<file path="src/rtl/xed_pkg.sv">
// Shared types and constants for the XML entity decoder.
package xed_pkg;

    // Error codes reported in a status beat
    typedef enum logic [2:0] {
        ERR_NONE     = 3'd0,
        ERR_UNTERM   = 3'd1,
        ERR_UNSUPP   = 3'd2,
        ERR_EMPTY    = 3'd3,
        ERR_BAD_DEC  = 3'd4,
        ERR_BAD_HEX  = 3'd5,
        ERR_OVERFLOW = 3'd6,
        ERR_BAD_CP   = 3'd7
    } t_err;

    // Results caused by one input byte: up to four data bytes or one status beat
    typedef struct packed {
        logic [2:0]      count;
        logic            status;
        t_err            err;
        logic            seg_done;
        logic [3:0][7:0] bytes;
    } t_result_set;

    localparam logic [20:0] CODE_MAX   = 21'h10FFFF;
    localparam logic [20:0] SURR_LO    = 21'h00D800;
    localparam logic [20:0] SURR_HI    = 21'h00DFFF;
    localparam logic [20:0] ASCII_MAX  = 21'h00007F;
    localparam logic [20:0] TWO_MAX    = 21'h0007FF;
    localparam logic [20:0] THREE_MAX  = 21'h00FFFF;

    localparam logic [7:0] CH_AMP   = 8'h26;
    localparam logic [7:0] CH_SEMI  = 8'h3B;
    localparam logic [7:0] CH_HASH  = 8'h23;
    localparam logic [7:0] CH_LT    = 8'h3C;
    localparam logic [7:0] CH_GT    = 8'h3E;
    localparam logic [7:0] CH_QUOT  = 8'h22;
    localparam logic [7:0] CH_APOS  = 8'h27;

endpackage

</file>
<file path="src/rtl/xed_decode.sv">
// Entity state and per-byte decode: builds the result set of one accepted byte.
module xed_decode (
    input  logic                 i_clk,
    input  logic                 i_rst_n,
    input  logic                 i_accept,
    input  logic [7:0]           i_byte,
    input  logic                 i_last,
    output xed_pkg::t_result_set o_set
);
    import xed_pkg::*;

    // Entity state
    logic            r_in_entity, n_in_entity;
    logic            r_drop, n_drop;
    logic [3:0][7:0] r_name, n_name;
    logic [2:0]      r_len, n_len;
    logic            r_numeric, n_numeric;
    logic            r_hex, n_hex;
    logic [1:0]      r_digits, n_digits;
    logic [20:0]     r_code, n_code;
    t_err            r_pend, n_pend;

    logic [7:0]  dig_tmp;
    logic [3:0]  dig_val;
    logic        dig_ok;
    logic [25:0] acc_mul;
    logic [25:0] acc_sum;
    logic        acc_over;
    logic [2:0]      utf_cnt;
    logic [3:0][7:0] utf_bytes;
    logic        bad_cp;
    logic        name_ok;
    logic [7:0]  name_byte;
    t_result_set set;

    // Digit classification of the incoming byte
    always_comb begin
        dig_ok  = 1'b0;
        dig_tmp = 8'd0;
        if (i_byte >= "0" && i_byte <= "9") begin
            dig_ok  = 1'b1;
            dig_tmp = i_byte - 8'h30;
        end else if (r_hex && i_byte >= "a" && i_byte <= "f") begin
            dig_ok  = 1'b1;
            dig_tmp = i_byte - 8'h57;
        end else if (r_hex && i_byte >= "A" && i_byte <= "F") begin
            dig_ok  = 1'b1;
            dig_tmp = i_byte - 8'h37;
        end
        dig_val = dig_tmp[3:0];
    end

    // value * base + digit, by shifts; overflow past the top code point
    always_comb begin
        if (r_hex) begin
            acc_mul = {1'b0, r_code, 4'b0000};
        end else begin
            acc_mul = {2'b00, r_code, 3'b000} + {4'b0000, r_code, 1'b0};
        end
        acc_sum  = acc_mul + {22'd0, dig_val};
        acc_over = acc_sum > {5'd0, CODE_MAX};
    end

    // UTF-8 encoding and code point check of the accumulated value
    always_comb begin
        utf_bytes = '0;
        if (r_code <= ASCII_MAX) begin
            utf_cnt      = 3'd1;
            utf_bytes[0] = r_code[7:0];
        end else if (r_code <= TWO_MAX) begin
            utf_cnt      = 3'd2;
            utf_bytes[0] = {3'b110, r_code[10:6]};
            utf_bytes[1] = {2'b10, r_code[5:0]};
        end else if (r_code <= THREE_MAX) begin
            utf_cnt      = 3'd3;
            utf_bytes[0] = {4'b1110, r_code[15:12]};
            utf_bytes[1] = {2'b10, r_code[11:6]};
            utf_bytes[2] = {2'b10, r_code[5:0]};
        end else begin
            utf_cnt      = 3'd4;
            utf_bytes[0] = {5'b11110, r_code[20:18]};
            utf_bytes[1] = {2'b10, r_code[17:12]};
            utf_bytes[2] = {2'b10, r_code[11:6]};
            utf_bytes[3] = {2'b10, r_code[5:0]};
        end
        bad_cp = (r_code == 21'd0) || (r_code > CODE_MAX)
              || (r_code >= SURR_LO && r_code <= SURR_HI)
              || (r_code < 21'h20 && r_code != 21'h09 && r_code != 21'h0A
                  && r_code != 21'h0D);
    end

    // Named entity match
    always_comb begin
        name_ok   = 1'b1;
        name_byte = 8'h00;
        if (r_len == 3'd2 && r_name[0] == "l" && r_name[1] == "t") begin
            name_byte = CH_LT;
        end else if (r_len == 3'd2 && r_name[0] == "g" && r_name[1] == "t") begin
            name_byte = CH_GT;
        end else if (r_len == 3'd3 && r_name[0] == "a" && r_name[1] == "m"
                     && r_name[2] == "p") begin
            name_byte = CH_AMP;
        end else if (r_len == 3'd4 && r_name[0] == "q" && r_name[1] == "u"
                     && r_name[2] == "o" && r_name[3] == "t") begin
            name_byte = CH_QUOT;
        end else if (r_len == 3'd4 && r_name[0] == "a" && r_name[1] == "p"
                     && r_name[2] == "o" && r_name[3] == "s") begin
            name_byte = CH_APOS;
        end else begin
            name_ok = 1'b0;
        end
    end

    // Next state and result set
    always_comb begin
        n_in_entity = r_in_entity;
        n_drop      = r_drop;
        n_name      = r_name;
        n_len       = r_len;
        n_numeric   = r_numeric;
        n_hex       = r_hex;
        n_digits    = r_digits;
        n_code      = r_code;
        n_pend      = r_pend;

        set          = '0;
        set.err      = ERR_NONE;
        set.seg_done = i_last;

        if (r_drop) begin
            // segment already failed: swallow bytes
        end else if (!r_in_entity) begin
            if (i_byte != CH_AMP) begin
                set.count    = 3'd1;
                set.bytes[0] = i_byte;
            end else if (i_last) begin
                set.count  = 3'd1;
                set.status = 1'b1;
                set.err    = ERR_UNTERM;
            end else begin
                n_in_entity = 1'b1;
                n_len       = 3'd0;
                n_numeric   = 1'b0;
                n_hex       = 1'b0;
                n_digits    = 2'd0;
                n_code      = 21'd0;
                n_pend      = ERR_NONE;
            end
        end else if (i_byte == CH_SEMI) begin
            n_in_entity = 1'b0;
            if (r_numeric && r_len >= 3'd2) begin
                if (r_digits == 2'd0) begin
                    set.count  = 3'd1;
                    set.status = 1'b1;
                    set.err    = ERR_EMPTY;
                end else if (r_pend != ERR_NONE) begin
                    set.count  = 3'd1;
                    set.status = 1'b1;
                    set.err    = r_pend;
                end else if (bad_cp) begin
                    set.count  = 3'd1;
                    set.status = 1'b1;
                    set.err    = ERR_BAD_CP;
                end else begin
                    set.count = utf_cnt;
                    set.bytes = utf_bytes;
                end
            end else if (name_ok) begin
                set.count    = 3'd1;
                set.bytes[0] = name_byte;
            end else begin
                set.count  = 3'd1;
                set.status = 1'b1;
                set.err    = ERR_UNSUPP;
            end
        end else if (i_last) begin
            set.count  = 3'd1;
            set.status = 1'b1;
            set.err    = ERR_UNTERM;
        end else begin
            // body byte of the entity
            if (r_len < 3'd4) begin
                n_name[r_len[1:0]] = i_byte;
            end
            if (r_len == 3'd0) begin
                if (i_byte == CH_HASH) begin
                    n_numeric = 1'b1;
                end
            end else if (r_numeric) begin
                if (r_len == 3'd1 && (i_byte == "x" || i_byte == "X")) begin
                    n_hex = 1'b1;
                end else begin
                    if (r_digits < 2'd2) begin
                        n_digits = r_digits + 2'd1;
                    end
                    if (r_pend == ERR_NONE) begin
                        if (!dig_ok) begin
                            n_pend = r_hex ? ERR_BAD_HEX : ERR_BAD_DEC;
                        end else if (acc_over) begin
                            n_pend = ERR_OVERFLOW;
                        end else begin
                            n_code = acc_sum[20:0];
                        end
                    end
                end
            end
            if (r_len < 3'd7) begin
                n_len = r_len + 3'd1;
            end
        end

        // an error closes the segment and drops the rest of it
        if (set.status) begin
            set.seg_done = 1'b1;
            n_drop       = 1'b1;
            n_in_entity  = 1'b0;
        end

        // end of segment returns to the reset state
        if (i_last) begin
            n_in_entity = 1'b0;
            n_drop      = 1'b0;
            n_len       = 3'd0;
            n_numeric   = 1'b0;
            n_hex       = 1'b0;
            n_digits    = 2'd0;
            n_code      = 21'd0;
            n_pend      = ERR_NONE;
        end
    end

    assign o_set = set;

    // State registers, updated on each accepted beat
    always_ff @(posedge i_clk) begin
        if (!i_rst_n) begin
            r_in_entity <= 1'b0;
            r_drop      <= 1'b0;
            r_len       <= 3'd0;
            r_numeric   <= 1'b0;
            r_hex       <= 1'b0;
            r_digits    <= 2'd0;
            r_code      <= 21'd0;
            r_pend      <= ERR_NONE;
        end else if (i_accept) begin
            r_in_entity <= n_in_entity;
            r_drop      <= n_drop;
            r_len       <= n_len;
            r_numeric   <= n_numeric;
            r_hex       <= n_hex;
            r_digits    <= n_digits;
            r_code      <= n_code;
            r_pend      <= n_pend;
        end
    end

    // Entity name bytes carry no reset
    always_ff @(posedge i_clk) begin
        if (i_accept) begin
            r_name <= n_name;
        end
    end

endmodule

</file>
<file path="src/rtl/xml_entity_decoder.sv">
// Top level of the XML entity decoder: input handshake, decode and result buffer.
//
// Usage:
//   s_axis carries one raw byte of a text segment per beat; tlast marks the
//   final byte of the segment. m_axis carries the results: tdata holds the
//   decoded byte and the error code, tuser flags data versus status and the
//   last result of an input byte, tlast marks the result that closes the
//   segment (its last byte, or the first error).
//   An accepted input beat presents its first result in the next cycle; a byte
//   with zero or one result leaves the input free, so plain text streams at one
//   byte per cycle while the receiver is ready. A numeric reference that closes
//   into a multi-byte UTF-8 sequence occupies the result register until all its
//   bytes are delivered and holds the input until only the last one remains;
//   the serializer of that register sets the rate. Input is taken while the
//   last pending result is being delivered, so a stalled receiver stops the
//   input only once the result register is full. After an error the rest of
//   the segment is consumed without results; the receiver discards bytes of
//   that segment already delivered. Reset (synchronous, active low) empties the
//   result register and returns the decoder to the outside-entity state.
module xml_entity_decoder (
    input  logic        i_clk,
    input  logic        i_rst_n,
    input  logic        s_axis_tvalid,
    output logic        s_axis_tready,
    input  logic [7:0]  s_axis_tdata,   // [7:0] in_byte
    input  logic        s_axis_tlast,   // segment_last
    output logic        m_axis_tvalid,
    input  logic        m_axis_tready,
    output logic [15:0] m_axis_tdata,   // [7:0] out_byte, [10:8] error_code, rest zero
    output logic [1:0]  m_axis_tuser,   // [0] byte_valid, [1] run_last
    output logic        m_axis_tlast    // segment_done
);
    import xed_pkg::*;

    t_result_set dec_set;
    t_result_set r_set, n_set;
    logic [2:0]  r_rem, n_rem;
    logic        in_acc;
    logic        out_acc;

    // Take input when the result register is empty or empties this cycle
    assign s_axis_tready = (r_rem == 3'd0) || (r_rem == 3'd1 && m_axis_tready);
    assign in_acc        = s_axis_tvalid && s_axis_tready;
    assign out_acc       = m_axis_tvalid && m_axis_tready;

    xed_decode u_decode (
        .i_clk    (i_clk),
        .i_rst_n  (i_rst_n),
        .i_accept (in_acc),
        .i_byte   (s_axis_tdata),
        .i_last   (s_axis_tlast),
        .o_set    (dec_set)
    );

    // Result register: load a new set or shift out one result
    always_comb begin
        n_set = r_set;
        n_rem = r_rem;
        if (in_acc) begin
            n_set = dec_set;
            n_rem = dec_set.count;
        end else if (out_acc) begin
            n_set.bytes = {8'h00, r_set.bytes[3:1]};
            n_rem       = r_rem - 3'd1;
        end
    end

    always_ff @(posedge i_clk) begin
        if (!i_rst_n) begin
            r_rem <= 3'd0;
        end else begin
            r_rem <= n_rem;
        end
    end

    always_ff @(posedge i_clk) begin
        r_set <= n_set;
    end

    // Output beat
    assign m_axis_tvalid = (r_rem != 3'd0);
    assign m_axis_tdata  = {5'd0, r_set.err, r_set.bytes[0]};
    assign m_axis_tuser  = {(r_rem == 3'd1), !r_set.status};
    assign m_axis_tlast  = (r_rem == 3'd1) && r_set.seg_done;

endmodule

</file>
<file path="config.mk">
export PLATFORM = sky130hd
export DESIGN_NAME = xml_entity_decoder
export DESIGN_NICKNAME = d
export VERILOG_FILES = /design/src/rtl/xed_pkg.sv /design/src/rtl/xed_decode.sv /design/src/rtl/xml_entity_decoder.sv
export SDC_FILE = /design/constraint.sdc
export NUM_CORES = 1
export LEC_CHECK = 0
export ABC_AREA = 1
export BUFFER_PORTS_ARGS = -buffer_cell sky130_fd_sc_hd__buf_2
export CAP_MARGIN = 20
export CORE_UTILIZATION = 40
export DETAILED_ROUTE_END_ITERATION = 6
export SLEW_MARGIN = 20
export SYNTH_ARGS = -nofsm -noshare
export SYNTH_HDL_FRONTEND = slang
export SYNTH_HIERARCHICAL = 1
export SYNTH_SLANG_ARGS = --single-unit
</file>
<file path="constraint.sdc">
create_clock -name i_clk -period 6.22 [get_ports i_clk]
set_input_delay 0.933 -clock i_clk [delete_from_list [all_inputs] [get_ports i_clk]]
set_output_delay 0.933 -clock i_clk [all_outputs]
set_load 0.02 [all_outputs]
</file>
### After elaboration in Yosys (flattened, before gate mapping)

Index checks and enable logic that the tools add are counted.

| cells by class | value |
|---|---|
| reduce and logical (&&, ||, !) cells | 55 |
| equality and inequality tests | 41 |
| bitwise gates (word level) | 3 |
| magnitude comparators | 20 |
| multiplexer cells | 117 |
| add/subtract/negate cells | 8 |

Operators with widths:

| kind | number |
|---|---|
| two-way mux 21 bit | 11 |
| two-way mux 32 bit | 7 |
| two-way mux 24 bit | 5 |
| equality test 8 x 7 -> 1 bit, second input constant | 14 |
| two-way mux 8 bit | 11 |
| two-way mux 3 bit | 22 |
| inequality test 21 x 4 -> 1 bit, second input constant | 3 |
| less-or-equal comparator 21 x 16 -> 1 bit, second input constant | 2 |
| two-way mux 7 bit | 6 |
| inequality test 3 bit, second input constant | 13 |
| bitwise mux 32 bit | 1 |
| two-way mux 1 bit | 32 |
| two-way mux 16 bit | 2 |
| logical AND 1 bit | 31 |
| adder 26 x 4 -> 26 bit | 1 |
| greater-than comparator 26 x 21 -> 1 bit, second input constant | 1 |
| two-way mux 26 bit | 1 |
| adder 24 x 22 -> 25 bit | 1 |
| two-way mux 4 bit | 6 |
| two-way mux 22 bit | 1 |
| greater-or-equal comparator 21 x 16 -> 1 bit, second input constant | 1 |
| greater-than comparator 21 bit, second input constant | 1 |
| less-or-equal comparator 21 x 11 -> 1 bit, second input constant | 1 |
| less-or-equal comparator 21 x 7 -> 1 bit, second input constant | 1 |
| other kinds (42) | 69 |

| storage, ports and cells | value |
|---|---|
| output and inout bits | 21 |
| bits in registers | 105 |
| input port bits | 13 |
| word-level logic and storage cells | 264 |

### Depth between registers and ports, before layout

| depth | value |
|---|---|
| depth in word-level cells | 18 |
| gate-level depth with buffers | 33 |
| depth with buffers taken out | 31 |

### Cells and area by module

Netlist, hierarchy kept.

By module, submodules not included:

| module | area each (um^2) | instances | seq. area each (um^2) | cells each |
|---|---|---|---|---|
| xed_decode | 6000.8 | 1 | 1621.6 | 949 |
| xml_entity_decoder | 1913.1 | 1 | 1171.1 | 189 |

### Worst setup path before layout

OpenSTA, ideal clock, no wires.

| timing | value |
|---|---|
| path type | input to register |
| start | input s_axis_tdata[0] |
| end | register u_decode.r_code[12] |
| data required time | 6.107 ns |
| library setup time | 0.113 ns |
| path buffers | 2 |
| stages | 29 |
| slack | 1.730 ns |
| arrival time | 4.378 ns |
| cells stage by stage | inv_1 ha_1 o21ai_0 a21oi_1 inv_1 nand2_1 inv_1 nor3_1 inv_1 fa_1 or2_4 a21oi_4 nand2_1 nor2_2 nand2_2 nor2_4 nand3_4 nor2_4 nand4_2 inv_2 a21oi_1 nor2_2 nand3_2 nand2_2 buf_6 buf_6 nand2_1 nand2_1 nor2_1 |

| on the way | value |
|---|---|
| cells in the longest elaborated chain, start to end | 17 |
| elaborated cells between the ends (all ways) | 44 |
| those cells by class | 4 x add/sub; 7 x order compare; 9 x eq/ne; 16 x mux; 8 x reduce/logical |

Ends and longest elaborated chain:

| item | line | RTL |
|---|---|---|
| from (decl) | xml_entity_decoder.sv:25 | `input logic [7:0] s_axis_tdata,` |
| parallel branches: the longest is 17 deep, another holds adder 26 x 4 -> 26 bit | n/a |  |
| to (signal assigned) | xed_decode.sv:252 | `r_code <= n_code;` |
| to (decl) | xed_decode.sv:20 | `logic [20:0] r_code, n_code;` |

Several ways; the timed one is not identified. The select of a mux whose other input is x is not followed.
A chain may end at the register's enable or synchronous reset.

### Final worst setup path

| timing | value |
|---|---|
| start | input s_axis_tdata[0] |
| end | register u_decode.r_code[10] |

Same word-level chain as after synthesis.

==> summary.txt <==
outcome: finished, final reports clean
DRC: 0
reg2reg path depth: 25
ys async rst share: 0%
CTS tree: built
Routed Antenna Nets: 0
hold path startpoint: u_decode/r_digits[0]
Post-synth top flop: edfxtp_1
Data required, critical path: 6.46 ns
Sw Share: 43.01%
Post-CTS Setup Inserts: 0
Slew Viols, Final: 0
vias: 7,166
final setup violation count: 0
Clock power frac: 19.0%
Post-CTS Resized: 0
Worst setup EP type: flop
initial core utilization: 40.80%
number of synthesized flops with an enable pin: 69
max-cap violations: 0
gr usage total: 21.14%
HP Class: reg2reg
GR Overflow Total: 0
Core Rows: 51
initial antenna violation count: 0
clock root buffer: clkbuf_16
Comb pwr share: 43.3%
Pwr Density: 332.1 nW/um2
cell taking the most area after synthesis: edfxtp_1
Max clock buf depth: 2
clock-pin slew of the registers on the worst-case setup and hold paths: 0.07 ns
CTS H-Tree Depth: 3
critical setup path kind: in2reg
FF+latch count, synth: 105
final setup TNS: 0 ns
WL/cell: 14.69 um
vias in the first global route: 6,637
sequential area share after synthesis: 35.29%
Nets: 1,196
Synth area leaders: edfxtp_1 26%, nand2_1 15%, dfxtp_1 9.1%
final hold violations: 0
initial DRC count: 479
CTS Hold Bufs: 0
Sequential Power Share: 37.7%
full die area: 20,350 um2
Clock Latency Late Sink: 0.35 ns
Max VDD drop: 140.3 uV
leakage: 0.003716 uW
Tcrit/Tclk final: 81.89%
Int Pwr: 1592 uW
input/output buffers: 28
Hold WS: 0.4971 ns
Period minus WS final: 5.093 ns
die width: 142.7 um
Slew HR: 32.76%
synth warn: 6
DR pass1 iterations: 5
total CTS buffers: 9
Die Ht: 142.7 um
Sink Count: 105
first-pass GRT wire length: 33,440 um
Ant. Diodes: 0
Netlist Area Pre-Place: 7914 um2
worst flop-to-flop path endpoint: u_decode/r_code[10]
largest net degree at the start of global routing: 39
Reg-to-Reg Start: u_decode/r_hex
Critical Path Source Type: primary input
Post-Synthesis Mean Instance Area: 6.954 um2
post-DP HPWL: 16,030 um
Layout area overhead: 6.293%
hold depth: 2
f_max: 196.3 MHz
Clock Skew: 0.007601 ns
hold endpoint: u_decode/r_digits[0]
unique cell type count in the Yosys netlist: 51
Post-Synthesis Cells: 1,138
share of cells above drive strength 1: 9.217%
Worst-Margin Slew: 1.007 ns
Yosys top cell area share: 26.18%
core area: 19,400 um2
RSZ-0062 raised after global routing: no
gpl congestion: 0.9058
Post-Route WL: 20,790 um
CP max FO: 38
critical path arrival: 5.34 ns
I/O pins: 34
vias per std cell: 5.064
sw power: 1202 uW
r2r setup slk: 1.14 ns
cell families after synthesis:
kind of cell | count (synthesis) | synth area share [%]
AOI/OAI and AO/OA | 131 | 10.09
other | 2 | 0.09490
buffers and inverters | 212 | 11.94
DFF | 105 | 35.29
xor gates and xnor gates | 2 | 0.3163
and+or+nand+nor | 648 | 36.08
adders and majority gates | 38 | 6.198
worst max-delay path, stage by stage:
cell     delay (ns)
buf_2          0.17
inv_1          0.15
ha_1           0.19
o21ai_0        0.08
a21oi_1        0.21
inv_1          0.14
nand2_1        0.13
inv_1          0.08
nor3_1         0.22
inv_1          0.12
fa_1           0.46
or2_4          0.28
a21oi_4        0.14
nand2_1        0.09
nor2_2         0.12
nand2_2        0.09
nor2_4         0.12
nand3_4        0.10
nor2_4         0.15
nand4_2        0.13
a21oi_1        0.18
nand3_1        0.10
nand2_2        0.10
nand3_2        0.09
nand2_2        0.52
nand2_1        0.12
nand2_1        0.09
nor2_1         0.05
final cells by class:
cell class              count  area, um2
multi-input cells         827       4199
well taps                 265      331.6
flip-flops and latches    105       2793
clock buffers               9      225.2
inverters                 169      634.4
fillers                  2085      10990
repair buffers             33      177.7
clock inverters             7      51.30
synth_stat cells (2+ instances only):
cell	count
o211ai_1	2
nor3b_1	2
nor3_1	13
nand3_2	3
nor4_1	8
nand2_2	12
nand3b_1	7
edfxtp_1	69
or2_2	2
buf_4	20
nand4_1	22
o2111ai_1	6
and2_1	2
conb_1	2
inv_1	153
nor2_2	5
nor2_1	156
o21ai_0	32
buf_6	9
nor2_4	6
inv_2	16
o22ai_1	13
dfxtp_1	36
nand2_1	326
o21ai_2	2
clkbuf_1	8
nand3_4	3
a211oi_1	8
a21oi_1	48
fa_1	2
nor3_2	2
ha_1	36
o221ai_1	6
a31oi_1	4
nand3_1	75
buf_2	5
o21ai_1	3
through the flow:
step / instances / util, % / power, uW / setup slack (ns) / cell area (um2)
after CTS: 1415 / 43.36 / 2802 / 1.150 / 8412
after floorplan: 1144 / - / 2024 / 1.730 / 7936
after detailed placement: 1399 / 41.94 / 2268 / 0.8051 / 8135
final: 1415 / 43.36 / 2794 / 1.127 / 8412
after global routing: 1415 / 43.36 / 3016 / 0.5932 / 8412
after global placement: 1399 / 41.94 / 2259 / 0.9715 / 8135
cells in the final DEF (no fill, tap or decap), types with 9 or more instances in the layout:
cell         n
o22ai_1     13
nand3_1     75
clkbuf_16    9
nand4_1     22
nor3_1      13
inv_2       16
nand2_2     12
o21ai_0     32
nand2_1    326
nor2_1     156
inv_1      153
buf_2       28
ha_1        36
edfxtp_1    69
a21oi_1     48
dfxtp_1     36
state kept, by name (all words and copies together), names as in the netlist:
| name | count |
|---|---|
| r_rem | 3 |
| u_decode/r_len | 3 |
| u_decode/r_numeric | 1 |
| u_decode/r_name | 32 |
| r_set | 26 |
| u_decode/r_in_entity | 1 |
| u_decode/r_code | 21 |
| u_decode/r_digits | 2 |
| u_decode/r_pend | 3 |
| m_axis_tdata | 11 |
| u_decode/r_drop | 1 |
| u_decode/r_hex | 1 |
how the worst max path moves through the flow:
stage,end,slack (ns),depth (start not counted),startpoint
after floorplan,u_decode/r_code[12],1.73,29,s_axis_tdata[0]
after global placement,u_decode/r_code[0],0.97,28,s_axis_tdata[1]
after detailed placement,u_decode/r_code[10],0.81,28,s_axis_tdata[0]
after CTS,u_decode/r_code[0],1.15,25,u_decode/r_hex
after global routing,u_decode/r_code[15],0.59,27,u_decode/r_hex
final,u_decode/r_code[10],1.13,28,s_axis_tdata[0]
power groups by stage:
stage | clock network [uW] | registers, uW | logic (uW)
2_1_floorplan | 0 | 1030 | 991
3_3_place_gp | 0 | 1070 | 1190
3_5_place_dp | 0 | 1070 | 1200
4_1_cts | 544 | 1050 | 1210
5_1_grt | 576 | 1070 | 1370
6_report | 531 | 1050 | 1210
routing by layer:
| layer | wire length, um | global-route usage (%) | part of all wire (%) |
|---|---|---|---|
| met1 | 9714 | 27.64 | 47 |
| met2 | 9741 | 35.89 | 47 |
| met3 | 901 | 2.985 | 4.3 |
| met4 | 428 | 6.678 | 2.1 |
| met5 | 0 | 0 | 0 |
Note: power is estimated with default switching activity, not from simulation.
